## src/design/frc_pkg.sv

```systemverilog
`timescale 1ns / 1ps
package frc_pkg;

   localparam logic [7:0] CHAR_HEADER  = 8'h3E;
   localparam logic [7:0] CHAR_NEWLINE = 8'h0A;
   localparam logic [7:0] CHAR_STAR    = 8'h2A;

   localparam int unsigned CSR_ADDR_BITS = 3;
   localparam int unsigned REQ_DATA_BITS = 8;
   localparam int unsigned RSP_DATA_BITS = 112;

   localparam logic [15:0] MIN_LEN_RESET     = 16'd31;
   localparam logic [31:0] BASE_OFFSET_RESET = 32'd0;

   typedef enum logic {
      REG_MIN_LEN     = 1'b0,
      REG_BASE_OFFSET = 1'b1
   } csr_index_type;

   typedef struct packed {
      logic [15:0] min_len;
      logic [31:0] base_offset;
   } cfg_type;

   // tdata layout, lowest bits last in this list
   typedef struct packed {
      logic [2:0]  pad;
      logic        empty_error;
      logic [31:0] block_end;
      logic [31:0] record_count;
      logic [1:0]  dropped_count;
      logic        sequence_start;
      logic        header_start;
      logic [7:0]  write_byte;
      logic [31:0] write_addr;
   } rsp_word_type;

   typedef struct packed {
      logic         done_res;
      rsp_word_type word;
   } result_type;

endpackage

```

## src/design/frc_csr.sv

```systemverilog
`timescale 1ns / 1ps
module frc_csr (
   input  logic                                 clock,
   input  logic                                 reset,
   input  logic                                 csr_psel,
   input  logic                                 csr_penable,
   input  logic                                 csr_pwrite,
   input  logic [frc_pkg::CSR_ADDR_BITS-1:0]    csr_paddr,
   input  logic [31:0]                          csr_pwdata,
   output logic [31:0]                          csr_prdata,
   output logic                                 csr_pready,
   output frc_pkg::cfg_type                     cfg
);
   import frc_pkg::*;

   logic [15:0]   min_len_ff;
   logic [31:0]   base_offset_ff;
   logic          wr_en;
   csr_index_type sel;

   assign csr_pready = 1'b1;
   assign wr_en      = csr_psel && csr_penable && csr_pwrite && csr_pready;
   assign sel        = csr_index_type'(csr_paddr[2]);

   always_ff @(posedge clock) begin
      if (reset) begin
         min_len_ff     <= MIN_LEN_RESET;
         base_offset_ff <= BASE_OFFSET_RESET;
      end else if (wr_en) begin
         unique case (sel)
            REG_MIN_LEN:     min_len_ff     <= csr_pwdata[15:0];
            REG_BASE_OFFSET: base_offset_ff <= csr_pwdata;
            default:         ;
         endcase
      end
   end

   always_comb begin
      unique case (sel)
         REG_MIN_LEN:     csr_prdata = {16'd0, min_len_ff};
         REG_BASE_OFFSET: csr_prdata = base_offset_ff;
         default:         csr_prdata = 32'd0;
      endcase
   end

   assign cfg.min_len     = min_len_ff;
   assign cfg.base_offset = base_offset_ff;

endmodule

```

## src/design/frc_core.sv

```systemverilog
`timescale 1ns / 1ps
module frc_core #(
   parameter int unsigned ADDR_BITS = 32
) (
   input  logic                clock,
   input  logic                reset,
   input  logic                fire,
   input  logic [7:0]          text_byte,
   input  logic                last,
   input  frc_pkg::cfg_type    cfg,
   output frc_pkg::result_type result
);
   import frc_pkg::*;

   localparam logic [15:0] LEN_MAX = '1;

   logic [ADDR_BITS-1:0] byte_position_ff, byte_position_in;
   logic [ADDR_BITS-1:0] removed_total_ff, removed_total_in;
   logic                 in_header_ff, in_header_in;
   logic                 in_sequence_ff, in_sequence_in;
   logic [15:0]          sequence_length_ff, sequence_length_in;
   logic                 pending_newline_ff, pending_newline_in;
   logic [ADDR_BITS-1:0] header_pos_ff, header_pos_in;
   logic [ADDR_BITS-1:0] sequence_pos_ff, sequence_pos_in;
   logic [31:0]          kept_records_ff, kept_records_in;
   logic                 block_open_ff, block_open_in;

   logic [ADDR_BITS-1:0] bp_base;
   logic [ADDR_BITS-1:0] rm_v;
   logic [ADDR_BITS-1:0] idx;
   logic [ADDR_BITS-1:0] end_v;
   logic [15:0]          len_v;
   logic [31:0]          kept_v;
   logic [ADDR_BITS-1:0] hdr_v;
   logic [ADDR_BITS-1:0] seq_v;
   logic                 hdr_flag;
   logic                 seq_flag;
   logic                 pend_v;
   logic [1:0]           drops;
   logic                 hs;
   logic                 ss;

   always_comb begin
      bp_base = block_open_ff ? byte_position_ff : ADDR_BITS'(cfg.base_offset);
      rm_v     = removed_total_ff;
      len_v    = sequence_length_ff;
      kept_v   = kept_records_ff;
      hdr_v    = header_pos_ff;
      seq_v    = sequence_pos_ff;
      hdr_flag = in_header_ff;
      seq_flag = in_sequence_ff;
      pend_v   = 1'b0;
      drops    = 2'd0;
      hs       = 1'b0;
      ss       = 1'b0;
      end_v    = '0;

      // line break before this byte: removed, or ends a record
      if (pending_newline_ff) begin
         if (text_byte != CHAR_HEADER) begin
            rm_v = rm_v + ADDR_BITS'(1);
         end else if (len_v < cfg.min_len) begin
            if (len_v != LEN_MAX) len_v = len_v + 16'd1;
            rm_v = rm_v + ADDR_BITS'(len_v) + (seq_v - hdr_v) + ADDR_BITS'(1);
            if (kept_v != 32'd0) kept_v = kept_v - 32'd1;
            drops = drops + 2'd1;
         end
      end

      idx = bp_base - rm_v;

      case (text_byte)
         CHAR_HEADER: begin
            hdr_v    = idx;
            len_v    = 16'd0;
            hdr_flag = 1'b1;
            seq_flag = 1'b0;
            kept_v   = kept_v + 32'd1;
            hs       = 1'b1;
         end
         CHAR_NEWLINE: begin
            if (hdr_flag && !last) begin
               seq_v    = idx + ADDR_BITS'(1);
               hdr_flag = 1'b0;
               seq_flag = 1'b1;
               ss       = 1'b1;
            end else if (seq_flag && !last) begin
               pend_v = 1'b1;
            end
         end
         CHAR_STAR: begin
            if (seq_flag) rm_v = rm_v + ADDR_BITS'(1);
         end
         default: begin
            if (seq_flag && len_v != LEN_MAX) len_v = len_v + 16'd1;
         end
      endcase

      if (last) begin
         if (len_v < cfg.min_len) begin
            if (seq_flag) begin
               rm_v = rm_v + ADDR_BITS'(len_v) + (seq_v - hdr_v) + ADDR_BITS'(1);
               if (kept_v != 32'd0) kept_v = kept_v - 32'd1;
               drops = drops + 2'd1;
            end else if (hdr_flag) begin
               rm_v = rm_v + (idx - hdr_v) + ADDR_BITS'(2);
               if (kept_v != 32'd0) kept_v = kept_v - 32'd1;
               drops = drops + 2'd1;
            end
         end
         end_v = bp_base - rm_v;
      end
   end

   always_comb begin
      if (last) begin
         byte_position_in   = ADDR_BITS'(cfg.base_offset);
         removed_total_in   = '0;
         in_header_in       = 1'b0;
         in_sequence_in     = 1'b0;
         sequence_length_in = 16'd0;
         pending_newline_in = 1'b0;
         header_pos_in      = '0;
         sequence_pos_in    = '0;
         kept_records_in    = 32'd0;
         block_open_in      = 1'b0;
      end else begin
         byte_position_in   = bp_base + ADDR_BITS'(1);
         removed_total_in   = rm_v;
         in_header_in       = hdr_flag;
         in_sequence_in     = seq_flag;
         sequence_length_in = len_v;
         pending_newline_in = pend_v;
         header_pos_in      = hdr_v;
         sequence_pos_in    = seq_v;
         kept_records_in    = kept_v;
         block_open_in      = 1'b1;
      end
   end

   always_ff @(posedge clock) begin
      if (reset) begin
         byte_position_ff   <= '0;
         removed_total_ff   <= '0;
         in_header_ff       <= 1'b0;
         in_sequence_ff     <= 1'b0;
         sequence_length_ff <= 16'd0;
         pending_newline_ff <= 1'b0;
         header_pos_ff      <= '0;
         sequence_pos_ff    <= '0;
         kept_records_ff    <= 32'd0;
         block_open_ff      <= 1'b0;
      end else if (fire) begin
         byte_position_ff   <= byte_position_in;
         removed_total_ff   <= removed_total_in;
         in_header_ff       <= in_header_in;
         in_sequence_ff     <= in_sequence_in;
         sequence_length_ff <= sequence_length_in;
         pending_newline_ff <= pending_newline_in;
         header_pos_ff      <= header_pos_in;
         sequence_pos_ff    <= sequence_pos_in;
         kept_records_ff    <= kept_records_in;
         block_open_ff      <= block_open_in;
      end
   end

   always_comb begin
      result.done_res              = last;
      result.word.pad              = 3'd0;
      result.word.empty_error      = last && (kept_v == 32'd0);
      result.word.block_end        = 32'(end_v);
      result.word.record_count     = kept_v;
      result.word.dropped_count    = drops;
      result.word.sequence_start   = ss;
      result.word.header_start     = hs;
      result.word.write_byte       = text_byte;
      result.word.write_addr       = 32'(idx);
   end

`ifndef SYNTHESIS
   a_one_region: assert property (@(posedge clock) disable iff (reset)
      !(in_header_ff && in_sequence_ff))
      else $error("header and sequence flags both set");

   a_pend_in_seq: assert property (@(posedge clock) disable iff (reset)
      pending_newline_ff |-> in_sequence_ff)
      else $error("line break pending outside a sequence");

   a_block_close: assert property (@(posedge clock) disable iff (reset)
      fire && last |=> !block_open_ff && removed_total_ff == '0 && kept_records_ff == 32'd0)
      else $error("state not cleared after final word");
`endif

endmodule

```

## src/design/frc_out_buf.sv

```systemverilog
`timescale 1ns / 1ps
module frc_out_buf (
   input  logic                clock,
   input  logic                reset,
   input  logic                in_valid,
   output logic                in_ready,
   input  frc_pkg::result_type in_data,
   output logic                out_valid,
   input  logic                out_ready,
   output frc_pkg::result_type out_data
);
   import frc_pkg::*;

   logic       out_valid_ff, out_valid_in;
   logic       skid_valid_ff, skid_valid_in;
   result_type out_data_ff, out_data_in;
   result_type skid_data_ff, skid_data_in;
   logic       in_fire;
   logic       out_fire;

   assign in_ready = !skid_valid_ff;
   assign in_fire  = in_valid && in_ready;
   assign out_fire = out_valid_ff && out_ready;

   always_comb begin
      out_valid_in  = out_valid_ff;
      skid_valid_in = skid_valid_ff;
      out_data_in   = out_data_ff;
      skid_data_in  = skid_data_ff;
      if (out_fire) begin
         if (skid_valid_ff) begin
            out_data_in   = skid_data_ff;
            skid_valid_in = 1'b0;
         end else begin
            out_valid_in = in_fire;
            out_data_in  = in_data;
         end
      end else if (in_fire) begin
         if (!out_valid_ff) begin
            out_valid_in = 1'b1;
            out_data_in  = in_data;
         end else begin
            skid_valid_in = 1'b1;
            skid_data_in  = in_data;
         end
      end
   end

   always_ff @(posedge clock) begin
      if (reset) begin
         out_valid_ff  <= 1'b0;
         skid_valid_ff <= 1'b0;
      end else begin
         out_valid_ff  <= out_valid_in;
         skid_valid_ff <= skid_valid_in;
      end
   end

   always_ff @(posedge clock) begin
      out_data_ff  <= out_data_in;
      skid_data_ff <= skid_data_in;
   end

   assign out_valid = out_valid_ff;
   assign out_data  = out_data_ff;

endmodule

```

## src/design/fasta_record_compactor.sv

```systemverilog
`timescale 1ns / 1ps
// fasta_record_compactor: compacts a FASTA text block in place, one byte a cycle while req_tready is high.
// req channel: one text byte per word in req_tdata, req_tlast on the final byte
// of the block. rsp channel: one result word per accepted byte, giving the
// compacted write address, the byte, header and sequence start flags, records
// dropped in this step, the kept record count and, on the word with rsp_tlast,
// the compacted end of block and the empty flag.
// csr port: min_len at address 0, base offset at address 4; write only while
// the block is idle. the base offset is sampled on the first byte of each block.
// the result word of each accepted byte is registered in the output buffer before it reaches rsp.
// throughput: one byte per cycle while req_tready is high, set by the state update loop.
// a two-word output buffer keeps req_tready high after the receiver stalls until
// the skid word fills; req_tready drops only while both buffer words are full.
// reset clears the parse state, empties the output buffer and restores
// min_len to 31 and the base offset to 0.
module fasta_record_compactor #(
   parameter int unsigned ADDR_BITS = 32
) (
   input  logic                                 clock,
   input  logic                                 reset,
   input  logic                                 req_tvalid,
   output logic                                 req_tready,
   input  logic [frc_pkg::REQ_DATA_BITS-1:0]    req_tdata,  // text_byte
   input  logic                                 req_tlast,
   output logic                                 rsp_tvalid,
   input  logic                                 rsp_tready,
   // write_addr, write_byte, header_start, sequence_start, dropped_count,
   // record_count, block_end, empty_error, zero pad
   output logic [frc_pkg::RSP_DATA_BITS-1:0]    rsp_tdata,
   output logic                                 rsp_tlast,
   input  logic                                 csr_psel,
   input  logic                                 csr_penable,
   input  logic                                 csr_pwrite,
   input  logic [frc_pkg::CSR_ADDR_BITS-1:0]    csr_paddr,
   input  logic [31:0]                          csr_pwdata,
   output logic [31:0]                          csr_prdata,
   output logic                                 csr_pready
);
   import frc_pkg::*;

   cfg_type    cfg;
   result_type core_result;
   result_type buf_result;
   logic       req_fire;

   assign req_fire = req_tvalid && req_tready;

   frc_csr u_csr (
      .clock       (clock),
      .reset       (reset),
      .csr_psel    (csr_psel),
      .csr_penable (csr_penable),
      .csr_pwrite  (csr_pwrite),
      .csr_paddr   (csr_paddr),
      .csr_pwdata  (csr_pwdata),
      .csr_prdata  (csr_prdata),
      .csr_pready  (csr_pready),
      .cfg         (cfg)
   );

   frc_core #(
      .ADDR_BITS (ADDR_BITS)
   ) u_core (
      .clock     (clock),
      .reset     (reset),
      .fire      (req_fire),
      .text_byte (req_tdata),
      .last      (req_tlast),
      .cfg       (cfg),
      .result    (core_result)
   );

   frc_out_buf u_out_buf (
      .clock     (clock),
      .reset     (reset),
      .in_valid  (req_tvalid),
      .in_ready  (req_tready),
      .in_data   (core_result),
      .out_valid (rsp_tvalid),
      .out_ready (rsp_tready),
      .out_data  (buf_result)
   );

   assign rsp_tdata = buf_result.word;
   assign rsp_tlast = buf_result.done_res;

endmodule
```

## config.mk

```make
export PLATFORM = sky130hd
export DESIGN_NAME = fasta_record_compactor
export DESIGN_NICKNAME = d
export VERILOG_FILES = /design/src/design/frc_pkg.sv /design/src/design/frc_csr.sv /design/src/design/frc_core.sv /design/src/design/frc_out_buf.sv /design/src/design/fasta_record_compactor.sv
export SDC_FILE = /design/constraint.sdc
export NUM_CORES = 2
export LEC_CHECK = 0
export BUFFER_PORTS_ARGS = -buffer_cell sky130_fd_sc_hd__buf_2
export CORE_MARGIN = 8
export CORE_UTILIZATION = 35
export DETAILED_ROUTE_END_ITERATION = 10
export SETUP_SLACK_MARGIN = 0.2
export SYNTH_ARGS = -nofsm -noshare
export SYNTH_HDL_FRONTEND = slang
export SYNTH_HIERARCHICAL = 1
export SYNTH_SLANG_ARGS = --single-unit
```

## constraint.sdc

```tcl
create_clock -name clock -period 13.11 [get_ports clock]
set_input_delay 1.311 -clock clock [delete_from_list [all_inputs] [get_ports clock]]
set_output_delay 1.311 -clock clock [all_outputs]
set_load 0.005 [all_outputs]
```

* After elaboration in Yosys (flattened, before gate mapping)
Index checks and enable logic that the tools add are counted.
Storage, ports and cells: output and inout bits 148, bits of input ports 51, register bits after elaboration 453, logic and storage cells 158
Operators by class: mux-type cells 68, $add $sub $neg 23, equality and inequality tests 8, order comparisons 2, reduce and logical (&&, ||, !) cells 22, bitwise gates (word level) 2
Operators with widths (number):
- $mux W32 | 29
- $mux W113 | 4
- $add A32 B1 Y32 const B | 7
- $sub A32 B32 Y32 | 5
- $mux W16 | 9
- $add A32 B32 Y32 | 3
- $add A32 B16 Y32 | 2
- $pmux W32 S2 | 1
- $reduce_bool A32 Y1 | 2
- $sub A32 B1 Y32 const B | 2
- $add A16 B1 Y16 const B | 2
- $add A32 B2 Y32 const B | 1
- $logic_not A32 Y1 | 1
- $lt A16 B16 Y1 | 2
- $ne A16 B16 Y1 const B | 2
- $pmux W16 S2 | 1
- $eq A8 B6 Y1 const B | 2
- $mux W1 | 16
- $mux W2 | 6
- $reduce_and A2 Y1 | 5
- $eq A8 B4 Y1 const B | 1
- $logic_and A1 B1 Y1 | 8
- $ne A8 B6 Y1 const B | 1
- $ne A2 B2 Y1 const B | 2
- other kinds (7) | 11

* Depth between registers and ports, before layout
depth in word-level cells 26, gate-level depth with buffers 55, mapped depth without buffers 53

* Cells and area by module
Netlist, hierarchy kept.
Modules (own cells, without submodules):
- frc_core | instances 1, cells each 3936, area an instance 28603.7 um^2, sequential area each 3603.5 um^2
- frc_out_buf | instances 1, cells each 364, area an instance 8528.2 um^2, sequential area each 6826.5 um^2
- frc_csr | instances 1, cells each 237, area an instance 2409.8 um^2, sequential area each 960.9 um^2
- fasta_record_compactor | instances 1, cells each 1, area an instance 6.3 um^2, sequential area each 0.0 um^2

* Worst setup path after synthesis
OpenSTA, ideal clock, no wires.
path kind register to register, from register u_core.sequence_length_ff[4], to register u_out_buf.out_data_ff (netlist bit u_out_buf/out_data[107]), data pin, library setup time 0.129 ns, buffers on the path 2, period minus slack after synthesis 11.797 ns, cell stages (with the launch flop) 50, setup slack 1.313 ns, arrival 11.668 ns, required time 12.981 ns, path through dfxtp_1 clkbuf_1 and4_1 nand3_1 nor4_1 xor2_1 fa_1 inv_1 ha_1 inv_1 fa_1 nor2b_1 o31a_1 a21oi_1 o311ai_0 ha_1 o21ai_0 a21oi_1 [14 not listed] ha_1 or3_1 o31ai_1 nor2_1 a311oi_1 nand2_1 a22oi_1 o22ai_1 ha_1 nor2b_1 o21ai_0 nand2b_1 or3_1 o22a_1 a41o_1 or3_1 mux2i_1 mux2_4
RTL lines:
- start: declaration | line frc_core.sv:21 | logic [15:0] sequence_length_ff, sequence_length_in;
- start signal: assignment | line frc_core.sv:158 | sequence_length_ff <= sequence_length_in;
- end signal: assignment | line frc_out_buf.sv:60 | out_data_ff <= out_data_in;
- end: declaration | line frc_out_buf.sv:16 | result_type out_data_ff, out_data_in;

==> results.cfg <==
[route]
vias = 34900
via_per_inst = 5.50
drc_errors = 0
drt-pass1-iter-count = 8
wl_per_cell_um = 20.8
drt_wl_total_um = 132000
drtIter0Drc = 3181
ant_nets = 0

[clock_network]
root_buffer = clkbuf_16
path_clk_slew_ps = 60
htree_levels = 2
clockBufferDepth = 3
insertion_delay_ps = 640
post-cts-setup-buffers = 0
clock-sinks = 456
cts_tree = built
cts_made_buffers = 53

[power_and_ir_drop]
finalPower_mw = 4.65
irDropWorstVdd_uv = 123
power_density_nw_per_um2 = 103
leakagePower_nw = 18.2

[grt]
grt_pass1_wl_um = 200000
grt_pass1_vias = 33400
antenna_found_initial = 4
grt-ovfl-total = 0
grt.total_usage_pct = 20.1
grt_max_degree = 126

[critical_path]
cp-start-kind = flip-flop
cp-end-kind = flip-flop
max_stage_delay_ps = 520
cp_max_fo = 7
worst_path_max_delay_cell = fa_1
rr_endpoint = u_out_buf/out_data[107]
cp.required_ps = 13600
r2r_start = u_core/sequence_length_ff[5]
r2r_cells = 51
crit_arrival_ps = 12650
critical_path_class = flip-flop to flip-flop
rrSetupSlack_ps = 950

[timing]
period_share_pct = 92.8
rsz0062_at_grt = true
fmax_mhz = 82.2
worst_pin_slew_ps = 1190
setup_viol = 0
holdWs_ps = 489
finClkSkew_ps = 35.8
finalMaxSlewViolations = 0
hold_viol_final = 0
max-slew-margin-rel_pct = 20.4
tns_ps = 0
finalCriticalPeriod_ps = 12160

[logic_synthesis]
async_flop_share_pct = 0
synth-seq-area-share_pct = 28.8
synthMuxAreaShare_pct = 7.48
synth_commonest_cells = 462 x nor2_1, 382 x inv_1, 303 x nand2_1
synthTopCellsByArea = edfxtp_1 17%, dfxtp_1 12%, ha_1 8.2%
synth_cell_types = 108
yosys.area.top_type = edfxtp_1
synth-simple-area-share_pct = 19.8
postSynthAreaPerCell_um2 = 8.71
synth_top_flop_cell = dfxtp_1
ys_ff_latch = 456
synthAdderAreaFrac_pct = 14.7
synth_top_family_by_area = simple AND/OR/NAND/NOR gates
synth-xor-area-share_pct = 6.51
synth_cells = 4538
synth_top_area_share_pct = 17.2
syn_area_um2 = 39500
synth_enable_flop_cells = 226
post-synth-top-count-cell = nor2_1
synth.yosys.warnings = 6
synth-compound-area-share_pct = 16.4

[run]
cap_violations = 0

[floorplanning]
die_y_um = 352
coreArea_um2 = 112000
die_w_um = 352
num_rows = 123
initial_core_util_pct = 35.2
io_pins = 199
die_area_um2 = 124000

[final_layout]
nets = 5229
layout-drive-gt1-share_pct = 15.9
area_growth_pct = 14.3
fillCellCount = 11300

[hold_path]
whs_path_depth = 2
hp-class = flip-flop to flip-flop
hold_end = u_core/byte_position_ff[30]
hold_path_startpoint = u_core/byte_position_ff[30]

[placement]
dp_hpwl_um = 101000
io_buffers = 195
gp_congestion = 0.965

[outcome]
status = complete, no violations
==> registers in the layout, summed over array words and instances, names as in the netlist <==
name                       cells
u_out_buf/out_data           113
u_out_buf/skid_data_ff       113
u_core/byte_position_ff       32
u_core/header_pos_ff          32
u_core/kept_records_ff        32
u_core/removed_total_ff       32
u_core/sequence_pos_ff        32
u_csr/base_offset_ff          32
u_core/sequence_length_ff     16
u_csr/min_len_ff              16
u_core/block_open_ff           1
u_core/in_header_ff            1
u_core/in_sequence_ff          1
u_core/pending_newline_ff      1
u_out_buf/out_valid            1
u_out_buf/skid_valid_ff        1
==> metrics by stage <==
stage	setup WS, ps	util (%)	cells	cell area, um^2
global route	192	40.2	6336	45200
finish	945	40.3	6341	45200
CTS	367	40.1	6336	45000
detailed placement	480	38.4	6236	43200
floorplan	1310	-	4540	39600
global placement	553	38.4	6236	43200
==> cell usage in the layout, fill, tap and decap left out, types with 194 or more instances in the layout <==
master      n
buf_2     194
nand2_1   301
nor2_1    460
edfxtp_1  226
a21oi_1   234
buf_4     226
o21ai_0   200
ha_1      259
dfxtp_1   229
inv_1     380
==> critical path, delay by kind of cell, from the launching register on <==
kind                     cells  cell delay, ps
adder cells (fa/ha/maj)      7            2730
buffers and inverters        8            1180
AND/OR/NAND/NOR             11            2590
multiplexers                 3             860
flip-flops                   1             340
XOR/XNOR                     3             460
AO/OA/AOI/OAI               19            3880
==> power by group <==
group | total (mW) | switching, mW | internal, mW
clock network | 1.60 | 0.654 | 0.944
logic | 1.43 | 0.827 | 0.602
registers | 1.62 | 0.0256 | 1.59
==> metal layers <==
metal,vias to the layer above,track usage [%],part of all wire (%),wire [um]
met5,-,0,0,0
met4,0,9.81,5.6,7390
met3,283,2.62,5.6,7400
met2,1207,34.3,47,62500
met1,16600,25.1,41,54700
li1,16700,-,-,-
==> worst max-delay path by stage <==
stage | slack, ps | start | to | depth (start not counted)
4_1_cts | 370 | u_core/sequence_length_ff[6] | u_out_buf/out_data[107] | 50
2_1_floorplan | 1310 | u_core/sequence_length_ff[4] | u_out_buf/out_data[107] | 49
5_1_grt | 190 | u_core/sequence_length_ff[5] | u_out_buf/out_data[107] | 51
6_report | 950 | u_core/sequence_length_ff[5] | u_out_buf/out_data[107] | 51
3_5_place_dp | 480 | u_core/sequence_length_ff[5] | u_out_buf/out_data[107] | 50
3_3_place_gp | 550 | u_core/sequence_length_ff[6] | u_out_buf/out_data[107] | 50
==> cells by family (layout without fill, tap and decap cells) <==
logic type | Yosys count | count (layout)
AOI/OAI and AO/OA | 987 | 987
buffers and inverters | 608 | 904
xor gates and xnor gates | 291 | 291
adders and majority gates | 387 | 387
and+or+nand+nor | 1557 | 1557
DFF | 456 | 456
other | 2 | 9
muxes | 250 | 250
==> area by class of cell <==
type | count | area [um^2] | area share [%]
multi-input cells | 3476 | 25900 | 57.4
flip-flops and latches | 456 | 11400 | 25.2
repair buffers | 422 | 2700 | 5.97
well taps | 1500 | 1880 | 4.15
clock buffers | 68 | 1490 | 3.29
inverters | 382 | 1440 | 3.18
clock inverters | 32 | 374 | 0.827
diodes | 5 | 12.5 | 0.0277
==> what timing repair did <==
action | CTS | global route
gates resized for setup | 0 | 42
setup endpoints to repair | 0 | 18
hold buffers | 0 | 0
hold endpoints to repair | 0 | 0
No activity file was read; power rests on OpenSTA's default activity.
